## src/rtl/mia_pkg.sv

```systemverilog
// Shared constants and control types for the adjugate matrix inverter.
// No dependencies; imported by every module of the block.
package mia_pkg;

  localparam int MAX_ORDER_DEFAULT = 4;
  localparam int LIMB_W            = 32;
  localparam int ELEM_W            = 32;
  localparam int IDX_OUT_W         = 2;
  localparam int OUT_TDATA_W       = ((ELEM_W + 2 * IDX_OUT_W + 7) / 8) * 8;
  localparam int ORDER_W           = 3;
  localparam logic [ORDER_W-1:0] ORDER_RESET = 3'd4;
  localparam int REG_MATRIX_ORDER  = 0;

  typedef struct packed {
    logic start;
    logic flip;
  } div_ctrl_t;

  typedef struct packed {
    logic              done;
    logic [ELEM_W-1:0] quotient;
  } div_result_t;

endpackage

```

## src/rtl/mia_limb_cell.sv

```systemverilog
// One 32-bit limb of the product chain: loads a start value or takes its
// upper neighbor's limb. Depends on mia_pkg.
module mia_limb_cell import mia_pkg::*; (
  input  logic              clk,
  input  logic              load,
  input  logic [LIMB_W-1:0] load_value,
  input  logic              shift,
  input  logic [LIMB_W-1:0] shift_in,
  output logic [LIMB_W-1:0] limb
);

  always_ff @(posedge clk) begin
    if (load) begin
      limb <= load_value;
    end else if (shift) begin
      limb <= shift_in;
    end
  end

endmodule

```

## config.mk

```make
export PLATFORM = sky130hd
export DESIGN_NAME = mia_limb_cell
export DESIGN_NICKNAME = d
export VERILOG_FILES = /design/src/rtl/mia_pkg.sv /design/src/rtl/mia_limb_cell.sv
export SDC_FILE = /design/constraint.sdc
export NUM_CORES = 1
export LEC_CHECK = 0
export BUFFER_PORTS_ARGS = -buffer_cell sky130_fd_sc_hd__buf_2
export CELL_PAD_IN_SITES_DETAIL_PLACEMENT = 1
export CELL_PAD_IN_SITES_GLOBAL_PLACEMENT = 1
export CORE_ASPECT_RATIO = 1.25
export CORE_MARGIN = 10
export CORE_UTILIZATION = 32
export DETAILED_ROUTE_END_ITERATION = 6
export PLACE_DENSITY_LB_ADDON = 0.1
export SYNTH_ARGS = -nofsm -noshare
export SYNTH_HDL_FRONTEND = slang
export SYNTH_SLANG_ARGS = --single-unit
```

## constraint.sdc

```tcl
create_clock -name clk -period 2.1 [get_ports clk]
set_clock_uncertainty 0.1 [all_clocks]
set_input_delay 0.42 -clock clk [delete_from_list [all_inputs] [get_ports clk]]
set_output_delay 0.42 -clock clk [all_outputs]
set_load 0.01 [all_outputs]
```

==> results.toml, run 1 <==
[setup_path]
cp_top_family = "buffers and inverters"
cp_slowest_cell = "buf_2"
crit_fanout = 15
path_cells = "buf_2 > buf_12 > mux2_4"
required_ns = 2.03
worstSetupPathType = "in -> reg"
arrival_ns = 1.31
max_stage_delay_ns = 0.34
critPathLaunchType = "input pin"
end_kind = "flop"
cp.buffers_inverters = 2

[logic_synthesis]
syn_area_um2 = 1510
synth_top_cell_by_area = "edfxtp_1"
synth_mux_area_frac = 0.311
yosysMostFrequentCell = "edfxtp_1"
synth.distinct_cells = 6
synth_common_cells = "32 x edfxtp_1, 29 x mux2_4, 3 x buf_12, 3 x mux2_2"
synth_seq_cells = 32
synth_top_area_frac = 0.637
synthXorXnorAreaFrac = 0
synthFlopType = "edfxtp_1"
seq_area_frac_synth = 0.637
syn_area_per_cell_um2 = 21.9
synthesis.nets = 136
synth-compound-area-share = 0
synthAdderAreaFrac = 0
netlist_instances = 69
yosys_warnings = 0
synth.area.top_cells = "edfxtp_1 64%, mux2_4 29%, buf_12 4.0%"
yosys.area_share.simple = 0.00415
synth_top_family_by_area = "multiplexers"
synth_edf_count = 32
async_reset_ff_frac = 0

[clocking]
cts.repair.resized = 0
clock_path_buffers = 2
cts_tree = "built"
root_buffer = "clkbuf_8"
htreeDepth = 2
cts.reportedPaths.clkPinSlew_ns = 0.07
postCtsHoldBufs = 0
cts_sinks = 32
cts-buffers-inserted = 5
cts_setup_buffers = 0

[detailed_routing]
drt_pass1_iterations = 2
drt_iter0_drc = 34
avgViaCountPerCell = 4.37
wl_per_cell_um = 17.8
wl_um = 4170
drcViolationCount = 0
ant_nets = 0
route.vias.total = 1022

[timing]
finalCriticalPeriod_ns = 1.38
final.period_utilization = 0.657
rsz0062_at_grt = "false"
finalSetupTns_ns = 0
setup_ws_ns = 0.720
fmax_mhz = 725
tightest_slew_ns = 0.399
hold_violations = 0
whs_ns = 0.332
finalSetupViolCount = 0
slew_viol_final = 0
maxSlewHeadroom = 0.734

[place]
place_congestion = 0.739
portBuffers = 98
placed_area_um2 = 2050
dp_hpwl_um = 3470
place_ws_ns = 0.410

[cells_and_area]
max_flop_register = "limb"
filler_cell_count = 506
top_regs = "limb x32"
fin_nets = 242
area_growth_pct = 41.4
largest_register_ffs = 32
drive_gt1_frac = 0.807
fin_area_um2 = 2130
n_antenna_cell = 0

[power_and_ir_drop]
fin_total_pwr_uw = 1540
p_leak_uw = 0.00104
power.density_nw_per_um2 = 723
ir_worst_vdd_uv = 321

[grt]
grt_pass1_vias = 1226
grt_use_total = 0.104
antenna_found_initial = 0
grt_overflow = 0
grt_pass1_wl_um = 6230
grt_max_degree = 20

[floorplan]
die_y_um = 96.7
die_x_um = 81.4
initial_utilization = 0.336
ios = 99
rows = 27
coreArea_um2 = 4490
die_area_um2 = 7870

[job]
drv_cap = 0

[status]
status = "finished clean"

[worst_hold_path]
hold_class = "in -> reg"
[kinds of logic after synthesis]
kind of cell,count (synthesis)
buffers and inverters,4
AND/OR/NAND/NOR,1
multiplexers,32
flip-flops,32
[layout make-up]
| cell class | instances | area, um^2 | share of cell area |
|---|---|---|---|
| Clock buffer | 5 | 68.8 | 0.0323 |
| Clock inverter | 3 | 13.8 | 0.00646 |
| Timing Repair Buffer | 103 | 541 | 0.254 |
| Tap cell | 58 | 72.6 | 0.0340 |
| Multi-Input combinational cell | 33 | 475 | 0.223 |
| Sequential cell | 32 | 961 | 0.451 |
[layout by cell type, fill, tap and decap left out]
master / n
clkbuf_8: 5
buf_4: 4
buf_12: 1
clkinv_1: 1
edfxtp_1: 32
clkinv_2: 2
mux2_4: 29
or2_1: 1
buf_2: 98
mux2_2: 3
[stage by stage]
step            util  cells
2_1_floorplan      -     69
4_1_cts        0.475    234
3_3_place_gp   0.456    226
5_1_grt        0.475    234
3_5_place_dp   0.456    226
6_report       0.475    234
[layer usage]
metal | global-route usage | share of wire
met3 | 0.0555 | 0.11
met5 | 0 | 0
met2 | 0.187 | 0.54
met1 | 0.0940 | 0.35
met4 | 0.0359 | 0.011
[path summary, 6_finish.rpt]
kind	from	end	slack (ns)	cells past startpoint
max	load	limb[24]	0.72	3
min	shift_in[9]	limb[9]	0.33	2
[where the power goes]
| group | switching (uW) | leakage, uW | internal [uW] |
|---|---|---|---|
| logic | 127 | 0.000665 | 165 |
| clock network | 225 | 0.0000453 | 225 |
| registers | 15.4 | 0.000326 | 784 |
Power figures use the tool's default switching activity.
==> run 2, diff against run 1 <==
--- a/config.mk
+++ b/config.mk
@@ -10,7 +10,7 @@
 export CELL_PAD_IN_SITES_GLOBAL_PLACEMENT = 1
 export CORE_ASPECT_RATIO = 1.25
 export CORE_MARGIN = 10
-export CORE_UTILIZATION = 32
+export CORE_UTILIZATION = 29
 export DETAILED_ROUTE_END_ITERATION = 6
 export PLACE_DENSITY_LB_ADDON = 0.1
 export SYNTH_ARGS = -nofsm -noshare
==> constraint.sdc (replaced) <==
create_clock -name clk -period 1.17 [get_ports clk]
set_clock_uncertainty 0.1 [all_clocks]
set_input_delay 0.234 -clock clk [delete_from_list [all_inputs] [get_ports clk]]
set_output_delay 0.234 -clock clk [all_outputs]
set_load 0.01 [all_outputs]
==> run 2 against run 1 <==
  * Clock-buffer cell count unchanged
  * Highest routed layer unchanged
  * Non-clock buffer count decreased by 3
  * Largest power group unchanged
  * Routed wire length decreased by 1.9%
  * Core utilization decreased by 5.2 points
  * Clock power increased by 77%
  * Sequential cell count unchanged
==> results.toml, run 2 (synthesis gave the netlist of run 1 again) <==
[grt]
grt_overflow = 0
grt_pass1_vias = 1207
grt_use_total = 0.0931
grt_pass1_wl_um = 6090
grt_max_degree = 33
antenna_found_initial = 0

[clocking]
htreeDepth = 2
cts_setup_buffers = 0
cts_tree = "built"
cts.repair.resized = 0
cts_sinks = 32
postCtsHoldBufs = 0
cts-buffers-inserted = 5
cts.reportedPaths.clkPinSlew_ns = 0.07
root_buffer = "clkbuf_8"
clock_path_buffers = 2

[setup_path]
startpoint = "limb[5]"
cp_slowest_cell = "edfxtp_1"
required_ns = 0.84
cp.buffers_inverters = 1
cp_top_family = "flip-flops"
crit_fanout = 1
max_stage_delay_ns = 0.38
path_cells = "buf_2"
arrival_ns = 0.81
worstSetupPathType = "reg -> out"
critPathLaunchType = "flop"
end_kind = "primary output"

[place]
place_congestion = 0.736
place_ws_ns = -0.138
portBuffers = 98
place_inst = 227

[timing]
slew_viol_final = 0
finalSetupViolCount = 0
fmax_mhz = 871
maxSlewHeadroom = 0.702
finalCriticalPeriod_ns = 1.15
final.period_utilization = 0.981
tightest_slew_ns = 0.447
rsz0062_at_grt = "true"
hold_violations = 0
setup_ws_ns = 0.0222

[detailed_routing]
wl_per_cell_um = 17.4
drt_pass1_iterations = 4
drt_iter0_drc = 43
drcViolationCount = 0
wl_met2_um = 2230
met3_length_um = 416
met1Wirelength_um = 1370
avgViaCountPerCell = 4.24
wl_um = 4090
ant_nets = 0
route.vias.total = 997
topRoutingLayerUsed = "met4"

[cells_and_area]
filler_cell_count = 546
layout.cells.non_filler = 235
n_antenna_cell = 0
area_growth_pct = 41.2
fin_nets = 239
drive_gt1_frac = 0.809
seqCellArea_um2 = 961
largest_register_ffs = 32
top_regs = "limb x32"
layout_commonest_cell = "buf_2"
multi_input_area_um2 = 478
max_flop_register = "limb"
most-common-layout-cells = "98 x buf_2, 32 x edfxtp_1, 29 x mux2_4, 5 x clkbuf_8, 3 x mux2_2"

[floorplan]
coreArea_um2 = 5040
die_y_um = 101
die_area_um2 = 8500
die_x_um = 84.5
rows = 29
initial_utilization = 0.299
ios = 99

[worst_hold_path]
hold_start = "load_value[26]"
hold_class = "in -> reg"

[status]
status = "finished clean"

[power_and_ir_drop]
p_leak_uw = 0.00103
ir_worst_vdd_uv = 580
fin_total_pwr_uw = 2750
power.density_nw_per_um2 = 1290

[job]
drv_cap = 0
-- run 2: changes by cell type in the layout (fill, tap and decap cells not counted) --
cell and change:
or2_1 -1, buf_12 +1, buf_4 -4, or2_4 +1
-- run 2: layer usage --
metal,track usage,up-vias
li1,-,472
met5,0,-
met4,0.0520,0
met1,0.0848,463
met3,0.0469,6
met2,0.164,56
-- run 2: area by class of cell --
type                    instances  share of cell area
well taps                      62              0.0364
flip-flops and latches         32               0.451
repair buffers                100               0.249
clock inverters                 3             0.00646
clock buffers                   5              0.0323
multi-input cells              33               0.224
-- run 2: metrics by stage --
stage	TNS, ns	hold slack, ns	cell area [um^2]	util
after detailed placement	-7.00	0.438	2050	0.406
final	0	0.151	2130	0.422
after floorplan	-2.04	0.351	1520	-
after global placement	-5.26	0.435	2050	0.406
after global routing	-0.0428	0.142	2130	0.422
after CTS	0	0.141	2130	0.422
-- run 2: worst paths after layout --
kind                        to  depth (start not counted)
worst max-delay path   limb[5]                          1
worst min-delay path  limb[26]                          2
-- run 2: report_power, final --
| group | switching [uW] | internal (uW) |
|---|---|---|
| clock network | 394 | 403 |
| logic | 222 | 296 |
| registers | 27.6 | 1410 |
==> run 3, diff against run 2 <==
--- a/config.mk
+++ b/config.mk
@@ -12,7 +12,8 @@
 export CORE_MARGIN = 10
 export CORE_UTILIZATION = 29
 export DETAILED_ROUTE_END_ITERATION = 6
-export PLACE_DENSITY_LB_ADDON = 0.1
+export PLACE_DENSITY = 0.83
+export SLEW_MARGIN = 15
 export SYNTH_ARGS = -nofsm -noshare
 export SYNTH_HDL_FRONTEND = slang
 export SYNTH_SLANG_ARGS = --single-unit
==> run 3 against run 2 <==
  * Combinational power rose by 2%
  * Sequential power is essentially flat
  * Routed wire length grew 12%
  * Non-clock buffer count grew 2
  * Global-route usage grew 0.86 points
  * Via count grew 1.1%
  * First-iteration DRC count fell by 7.0%
  * Core utilization unchanged
  * Fmax is essentially flat
  * Largest cell class unchanged
  * Highest routed layer unchanged
==> results.toml, run 3 (synthesis gave the netlist of run 1 again) <==
[place]
place_inst = 229
dp_hpwl_um = 3910
place_ws_ns = -0.167
portBuffers = 98
place_congestion = 0.675
placed_area_um2 = 2050

[setup_path]
required_ns = 0.84
cp_top_family = "flip-flops"
cp.buffers_inverters = 1
cp_slowest_cell = "edfxtp_1"
crit_fanout = 1
critPathLaunchType = "flop"
arrival_ns = 0.81
worstSetupPathType = "reg -> out"
end_kind = "primary output"
max_stage_delay_ns = 0.38
path_cells = "buf_2"

[cells_and_area]
drive_gt1_frac = 0.800
seqCellArea_um2 = 961
layout.cells.non_filler = 237
multi_input_area_um2 = 478
layout_commonest_cell = "buf_2"
most-common-layout-cells = "98 x buf_2, 32 x edfxtp_1, 29 x mux2_4, 5 x clkbuf_8"
fin_nets = 241
filler_cell_count = 549
fin_area_um2 = 2130
max_flop_register = "limb"
area_growth_pct = 41.2
largest_register_ffs = 32
top_regs = "limb x32"
n_antenna_cell = 0

[floorplan]
coreArea_um2 = 5040
rows = 29
ios = 99
die_x_um = 84.5
die_area_um2 = 8500
initial_utilization = 0.299
die_y_um = 101

[clocking]
cts.reportedPaths.clkPinSlew_ns = 0.07
cts_tree = "built"
cts_sinks = 32
root_buffer = "clkbuf_8"
htreeDepth = 2
clock_path_buffers = 2
cts-buffers-inserted = 5
cts_setup_buffers = 0
postCtsHoldBufs = 0
cts.repair.resized = 0

[grt]
grt_pass1_vias = 1306
grt_max_degree = 33
grt_overflow = 0
grt_pass1_wl_um = 6640
antenna_found_initial = 0
grt_use_total = 0.102

[power_and_ir_drop]
p_leak_uw = 0.00103
fin_total_pwr_uw = 2760
ir_worst_vdd_uv = 575
power.density_nw_per_um2 = 1290

[timing]
hold_violations = 0
fmax_mhz = 871
rsz0062_at_grt = "true"
finalSetupViolCount = 0
finalCriticalPeriod_ns = 1.15
maxSlewHeadroom = 0.697
slew_viol_final = 0
final.period_utilization = 0.981
setup_ws_ns = 0.0219
finalSetupTns_ns = 0
tightest_slew_ns = 0.455

[detailed_routing]
route.vias.total = 1008
wl_um = 4580
avgViaCountPerCell = 4.25
drt_pass1_iterations = 3
drt_iter0_drc = 40
ant_nets = 0
drcViolationCount = 0
wl_per_cell_um = 19.3

[worst_hold_path]
hold_class = "in -> reg"

[job]
drv_cap = 0

[status]
status = "finished clean"
run 3: final timing paths:
check                    startpoint  endpoint  slack, ns  depth (start not counted)
worst max-delay path        limb[1]   limb[1]       0.02                          1
worst min-delay path  load_value[5]   limb[5]       0.15                          2
run 3: routing by layer:
| layer | vias up | global-route usage | wire length (um) |
|---|---|---|---|
| met2 | 48 | 0.214 | 2860 |
| met5 | - | 0 | 0 |
| li1 | 478 | - | - |
| met1 | 476 | 0.0798 | 1340 |
| met4 | 0 | 0.0419 | 60 |
| met3 | 6 | 0.0340 | 331 |
run 3: where the power goes:
part	leakage (uW)	switching (uW)	internal [uW]
logic	0.000663	233	296
clock network	0.0000399	372	413
registers	0.000326	32.6	1410
total	0.00103	638	2120
run 3: metrics by stage:
step	hold slack (ns)	util
2_1_floorplan	0.351	-
3_3_place_gp	0.434	0.406
3_5_place_dp	0.439	0.406
4_1_cts	0.142	0.422
5_1_grt	0.155	0.422
6_report	0.154	0.422
run 3: cell type report:
cell class                 count  share of cell area
multi-input combinational     33               0.224
timing repair buffer         102               0.250
sequential                    32               0.451
clock buffer                   7              0.0358
clock inverter                 1             0.00176
tap                           62              0.0364
